**src/rtl/mga_ram.sv**
```systemverilog
// ----------------------------------------------------------------------------
// mga_ram
// Generic single-write, single-read RAM with registered read data.
// ----------------------------------------------------------------------------
module mga_ram #(
   parameter int WIDTH = 8,
   parameter int DEPTH = 16
) (
   input  logic                     clock,
   input  logic                     wr_en,
   input  logic [$clog2(DEPTH)-1:0] wr_addr,
   input  logic [WIDTH-1:0]         wr_data,
   input  logic                     rd_en,
   input  logic [$clog2(DEPTH)-1:0] rd_addr,
   output logic [WIDTH-1:0]         rd_data
);

   logic [WIDTH-1:0] mem_ff [DEPTH];
   logic [WIDTH-1:0] rd_data_ff;

   always_ff @(posedge clock) begin
      if (wr_en) begin
         mem_ff[wr_addr] <= wr_data;
      end
      if (rd_en) begin
         rd_data_ff <= mem_ff[rd_addr];
      end
   end

   assign rd_data = rd_data_ff;

endmodule

```
**config.mk**
```make
export PLATFORM = sky130hd
export DESIGN_NAME = mga_ram
export DESIGN_NICKNAME = d
export VERILOG_FILES = /design/src/rtl/mga_ram.sv
export SDC_FILE = /design/constraint.sdc
export NUM_CORES = 1
export LEC_CHECK = 0
export BUFFER_PORTS_ARGS = -buffer_cell sky130_fd_sc_hd__buf_4
export CORE_MARGIN = 5
export CORE_UTILIZATION = 60
export DETAILED_ROUTE_END_ITERATION = 10
export GPL_ROUTABILITY_DRIVEN = 0
export GPL_TIMING_DRIVEN = 0
export PLACE_DENSITY = 0.78
export SLEW_MARGIN = 0
export SYNTH_ARGS = -nofsm -noshare
export SYNTH_HDL_FRONTEND = slang
export SYNTH_SLANG_ARGS = --single-unit
```
**constraint.sdc**
```tcl
create_clock -name clock -period 2.2 [get_ports clock]
set_input_delay 0.22 -clock clock [delete_from_list [all_inputs] [get_ports clock]]
set_output_delay 0.22 -clock clock [all_outputs]
set_load 0.01 [all_outputs]
```
---- Word-level counts from Yosys, hierarchy flattened ----
Memory sizes are Yosys's and may differ from the RTL's. A register that Yosys moved wholly into a read port is not among the register bits.
Index checks and enable logic that the tools add are counted.
word-level totals
  register bits ........................... 0
  RAM bits ................................ 128
  input port bits ......................... 19
  output and inout port bits .............. 8
  logic and storage cells ................. 3
  memories kept ........................... 1
memories
  name    depth  bits a word  read ports  clocked after Yosys merged registers in  wr ports  line  source
  mem_ff  16     8            1           1                                        1         18    logic [WIDTH-1:0] mem_ff [DEPTH];
operators by class
  mux-type cells .......................... 2
operator list
  operator  count
  $mux W1   2

---- Longest topological paths before layout ----
Gate-level depths: netlist (run 1).
  depth after elaboration ................. 2
  mapped depth ............................ 5
  depth with buffers taken out ............ 3

---- Worst setup path before layout (run 1) ----
Ideal clock, no wire load.
  kind .................................... input port to flip-flop
  start ................................... input wr_addr[2]
  end ..................................... memory mem_ff[0][0], enable pin
  library setup time ...................... 0.383 ns
  data arrival time ....................... 1.330 ns
  required time ........................... 1.817 ns
  slack ................................... 0.487 ns
  stages .................................. 2
  buffers on the path ..................... 0
  path through ............................ or3b_2 > nor3_1
RTL lines
  element      line  source
  from (decl)  11    input logic [$clog2(DEPTH)-1:0] wr_addr,
  to (decl)    18
Straight into the memory's write port.

---- Final worst setup path (run 1) ----
  start ................................... input wr_addr[2]
  end ..................................... memory mem_ff[0][0], enable pin
Straight into the memory's write port.

==> results.toml, run 1 <==
[logic_synthesis]
synth_fp_nets = 248
ys_ff_latch = 136
synth_simple_gate_area_share_pct = 3.135
syn_inst = 229
synth.most_common_cell = "edfxtp_1"
muxShareOfSynthArea_pct = 14.79
synth_compound_gate_area_share_pct = 2.298
synthTopCellsByArea = "edfxtp_1, mux4_2, mux4_1, a22oi_1, nor2_1"
synth_xor_area_share_pct = 0
synth_edf_count = 136
postSynthAreaPerCell_um2 = 22.83
ys_top_cells_by_count = "edfxtp_1, mux4_2, a22oi_1"
async_flop_share_pct = 0
yosysTopAreaCell = "edfxtp_1"
yosysWarnings = 0
synth_ff_type = "edfxtp_1"
ys_seq_area_share_pct = 78.12
ys_types = 18
synth_top_family_by_area = "multiplexers"
netlist_area_um2 = 5228
synth_adder_area_share_pct = 0
netlist.area_leader.share_pct = 78.12

[pwr]
ir_drop_mv = 0.5604
p_leak_uw = 0.002061
powerDensity_nw_per_um2 = 988.7

[floorplan]
pin_count = 27
die_h_um = 103.3
initial_core_util_pct = 60.83
die-area_um2 = 10680
dieWidth_um = 103.3
row_count = 34
core_area_um2 = 8593

[setup_path]
worst_ep_required_time_ps = 2320
path_max_fanout = 8
arrival_ps = 1850
reg2reg_from = "mem_ff[5][3]"
r2r_end = "rd_data[3]"
reg2reg_depth = 3
crit_path_start_kind = "primary input"
end_kind = "register"
path_class = "in2reg"
r2r_slack_ps = 630

[final_layout]
n_antenna_cell = 0
finalInstanceArea_um2 = 6160
areaGrowthSynthToFinish_pct = 17.83
nNetsFinal = 293
final_cells = 395
drive_gt1_share_pct = 28.92

[placement]
hpwl_um = 6210
placedInstanceArea_um2 = 5550
dp_cells = 362
port_buffers = 25
place_ws_ps = -97.82

[clocking]
cts_made_buffers = 17
insertion_delay_ps = 520
htreeDepth = 4
clock-sinks = 136
clk_transition_reported_paths_ps = 60
postCtsSetupBuffers = 0
cts_tree = "built"
clock_path_buffers = 2
cts-root-buf = "clkbuf_8"

[sta]
setup_ws_ps = 478.2
tightestPinTransition_ps = 1287
hold_slack_ps = 32.74
rsz0062_at_grt = "false"
hold_viol = 0
finalCriticalPeriod_ps = 1722
slew_viol_final = 0
relSlewSlack_pct = 13.51
fmax_mhz = 580.8
setup_violations = 0
fin_crit_sh_pct = 78.26
finClkSkew_ps = 7.672

[routing]
drtAntennaViolNets = 0
drt_wl_total_um = 10510
first_pass_iters = 5
dr_total_vias = 2590
vias_per_cell = 6.557
wl_per_cell_um = 26.61
drcViolationCount = 0
drt-initial-drc-count = 243

[outcome]
status = "finished, final reports clean"

[grt]
grt_pass1_vias = 2572
grt_max_degree = 17
grt_first_pass_wirelength_um = 15710
antenna_found_initial = 0
grt_usage_pct = 21.89
grt_overflow = 0

[min_path]
hold_class = "in2reg"
worstHoldStart = "wr_data[5]"
holdPathEnd = "mem_ff[3][5]"
worstHoldPathCells = 1

[job]
drv_cap = 0
==> area by class of cell <==
type                            count  area, µm²
Buffer                             10      86.33
Fill cell                         492       2434
Timing Repair Buffer               26      197.7
Sequential cell                   136       4084
Tap cell                          108      135.1
Clock inverter                     14      181.4
Multi-Input combinational cell     83       1057
Clock buffer                       18      417.9
==> per-layer routing <==
layer / vias up / global-route usage (%) / wire length (µm)
met1: 1333 / 30.68 / 4267
met4: 0 / 7.669 / 196
met3: 15 / 6.707 / 874
met2: 168 / 33.28 / 5171
li1: 1074 / - / -
met5: - / 0 / 0
==> cells in the final DEF (no fill, tap or decap), drive strengths merged <==
master,count
edfxtp,136
nand2b,2
nand2,9
bufinv,4
nor3,4
nor2,13
and2b,1
buf,32
dlygate4sd3,1
clkbuf,18
nand3,1
nor2b,1
clkinv,6
nand3b,2
or3b,1
a22oi,16
mux4,32
clkinvlp,4
clkdlybuf4s25,3
and2,1
==> cells by family (layout without fill, tap and decap cells) <==
| group | after synthesis | after routing |
|---|---|---|
| multiplexers | 32 | 32 |
| AND/OR/NAND/NOR | 35 | 35 |
| buffers and inverters | 10 | 68 |
| AO/OA/AOI/OAI | 16 | 16 |
| flip-flops | 136 | 136 |
==> sequential cells by signal, summed over array words and instances (netlist names) <==
name and count:
rd_data 8, mem_ff 128
==> critical path, stage by stage <==
cell	delay, ps
buf_4	120
or3b_2	520
nor3_1	980
==> what timing repair did <==
action / in CTS / in global routing
hold buffers: 1 / 0
hold endpoints to repair: 8 / 0
endpoints found under the setup margin: 0 / 0
gates resized for setup: 0 / 0
==> per-stage QoR <==
stage	TNS (ps)	power (µW)	utilization (%)
CTS	0	6100	71.68
global placement	-343.8	3264	64.59
finish	0	6090	71.68
detailed placement	-780.0	3281	64.59
global route	0	6249	71.68
floorplan	0	3138	-
==> report_power, final <==
group,switching [µW],leakage (µW),internal [µW]
combinational,167,0.000543,129
clock,1030,0.000282,1830
sequential,16.2,0.00124,2920
total,1220,0.00206,4870
==> how the worst max path moves through the flow <==
stage / slack (ps) / from / end
floorplan: 490 / wr_addr[2] / mem_ff[0][0]
global placement: -40 / wr_addr[2] / mem_ff[0][7]
detailed placement: -100 / wr_addr[2] / mem_ff[0][7]
CTS: 460 / wr_addr[2] / mem_ff[0][0]
global route: 370 / wr_addr[2] / mem_ff[0][0]
finish: 480 / wr_addr[2] / mem_ff[0][0]
No activity file was read; power rests on OpenSTA's default activity.
==> run 2, diff against run 1 <==
--- a/config.mk
+++ b/config.mk
@@ -5,13 +5,14 @@
 export SDC_FILE = /design/constraint.sdc
 export NUM_CORES = 1
 export LEC_CHECK = 0
+export ABC_AREA = 1
 export BUFFER_PORTS_ARGS = -buffer_cell sky130_fd_sc_hd__buf_4
 export CORE_MARGIN = 5
-export CORE_UTILIZATION = 60
+export CORE_UTILIZATION = 61
 export DETAILED_ROUTE_END_ITERATION = 10
 export GPL_ROUTABILITY_DRIVEN = 0
 export GPL_TIMING_DRIVEN = 0
-export PLACE_DENSITY = 0.78
+export PLACE_DENSITY = 0.79
 export SLEW_MARGIN = 0
 export SYNTH_ARGS = -nofsm -noshare
 export SYNTH_HDL_FRONTEND = slang
==> constraint.sdc (replaced) <==
create_clock -name clock -period 1.6 [get_ports clock]
set_input_delay 0.16 -clock clock [delete_from_list [all_inputs] [get_ports clock]]
set_output_delay 0.16 -clock clock [all_outputs]
set_load 0.01 [all_outputs]
==> run 2 against run 1 <==
Against the previous run: combinational power rose by 89%; synthesized cell count up 140%; utilization grew 2.7 points; power up 44%; sequential power up 37%; cell area increased by 12%; clock-buffer cell count is 1 lower; flip-flop and latch count did not move; critical path depth shrank 2; area after synthesis increased by 12%; clock power grew 46%; via count up 59%; critical path type is now reg2out.
==> results.toml, run 2 <==
[grt]
grt_pass1_vias = 3984
grt_first_pass_wirelength_um = 21590
grt_usage_pct = 25.82
grt_max_degree = 17
grt_overflow = 0
antenna_found_initial = 0

[sta]
setup_violations = 0
finalSetupTns_ps = 0
fmax_mhz = 837.6
finClkSkew_ps = 5.129
rsz0062_at_grt = "false"
slew_viol_final = 0
relSlewSlack_pct = 35.19
fin_crit_sh_pct = 74.62
tightestPinTransition_ps = 968.6
hold_slack_ps = 13.35
hold_viol = 0
finalCriticalPeriod_ps = 1194

[routing]
vias_per_cell = 5.560
drtAntennaViolNets = 0
drt_wl_total_um = 13920
drt-initial-drc-count = 639
wl_per_cell_um = 18.73
first_pass_iters = 6
drcViolationCount = 0
dr_total_vias = 4131

[placement]
hpwl_um = 8763
port_buffers = 23

[final_layout]
final_common_cell = "nand2_1"
largest_register_ffs = 128
areaGrowthSynthToFinish_pct = 18.04
fill_cells = 589
nNetsFinal = 620
drive_gt1_share_pct = 13.03
largest-register = "mem_ff"
most-common-layout-cells = "nand2_1, edfxtp_1, inv_1"
n_antenna_cell = 0

[clocking]
cts_tree = "built"
clock-sinks = 136
cts_made_buffers = 17
clock_path_buffers = 2
clk_transition_reported_paths_ps = 60
cts_resized = 0
cts_hold_buf = 8
postCtsSetupBuffers = 0
insertion_delay_ps = 530
cts-root-buf = "clkbuf_8"
htreeDepth = 4

[setup_path]
worst_ep_required_time_ps = 1440
cp_num_buf_inv = 1
crit_slowest_cell = "edfxtp_1"
path_class = "reg2out"
crit_chain = "buf_4"
arrival_ps = 1030
path_max_fanout = 1
crit_path_start_kind = "register"
end_kind = "primary output"
critical-path-max-stage-delay_ps = 360
cpLargestDelayFamily = "flip-flops"

[floorplan]
pin_count = 27
initial_core_util_pct = 62.98
dieWidth_um = 107.9
row_count = 35
core_area_um2 = 9284
die_h_um = 107.9
die-area_um2 = 11640

[outcome]
status = "finished, final reports clean"

[logic_synthesis]
yosysTopAreaCell = "edfxtp_1"
async_flop_share_pct = 0
netlist_area_um2 = 5847
synth_edf_count = 136
ys_top_cells_by_count = "nand2_1, edfxtp_1, inv_1"
syn_inst = 551
synth.most_common_cell = "nand2_1"
ys_ff_latch = 136
synth_ff_type = "edfxtp_1"
synth_fp_nets = 570
netlist.area_leader.share_pct = 69.85
ys_seq_area_share_pct = 69.85
ys_types = 11
synthTopCellsByArea = "edfxtp_1, nand2_1, nand3_1, inv_1, buf_6"
yosysWarnings = 0
postSynthAreaPerCell_um2 = 10.61

[pwr]
p_leak_uw = 0.002983
powerDensity_nw_per_um2 = 1271
ir_drop_mv = 0.9309

[job]
drv_cap = 0

[min_path]
hold_class = "in2reg"
run 2: cell types whose count changed in the layout (fill, tap and decap cells not counted), sizes merged, moves of 7 or more:
cell / previous run / this run
nand2: 9 / 173
nand3: 1 / 97
a22oi: 16 / 0
mux4: 32 / 0
dlygate4sd3: 1 / 8
inv: 0 / 103
buf: 32 / 47
run 2: layout make-up:
| cell class | instances | area (µm²) | share of cell area (%) |
|---|---|---|---|
| plain buffers | 24 | 166.4 | 2.411 |
| clock buffers | 17 | 414.1 | 6.001 |
| clock inverters | 15 | 226.5 | 3.281 |
| inverters | 102 | 382.9 | 5.547 |
| multi-input cells | 289 | 1214 | 17.59 |
| flip-flops and latches | 136 | 4084 | 59.17 |
| well taps | 129 | 161.4 | 2.339 |
| repair buffers | 31 | 252.7 | 3.662 |
run 2: cell families (layout without fill, tap and decap cells):
kind of cell	after synthesis	after routing	share of synthesized area, %
and+or+nand+nor	289	289	20.76
buffers and inverters	126	189	9.394
DFF	136	136	69.85
run 2: final timing paths:
kind                                     from            end  slack [ps]  cells past startpoint
worst max-delay path               rd_data[7]     rd_data[7]         410                      1
worst min-delay path               wr_data[3]  mem_ff[10][3]          10                      1
worst max register to register  mem_ff[14][4]     rd_data[4]         430                      6
worst min register to register   mem_ff[0][6]     rd_data[6]         790                      6
run 2: per-stage QoR:
step           utilization [%]  area, µm²  setup slack, ps  total power [µW]  cells
5_1_grt                  74.34       6902            350.3              9001    743
4_1_cts                  74.34       6902            386.1              8758    743
3_5_place_dp             66.58       6181           -52.89              4634    703
6_report                 74.34       6902            406.1              8774    743
2_1_floorplan                -       5847            489.2              4396    551
3_3_place_gp             66.58       6181            4.460              4612    703
run 2: routing by layer:
layer,track usage (%),wire length [µm]
met5,0,0
met4,8.025,303
met3,6.959,1821
met2,40.90,6681
met1,35.28,5113
run 2: power breakdown:
group	switching (µW)	internal [µW]	total, µW
clock network	1490	2690	4180
logic	378	183	560
registers	19.8	4010	4030
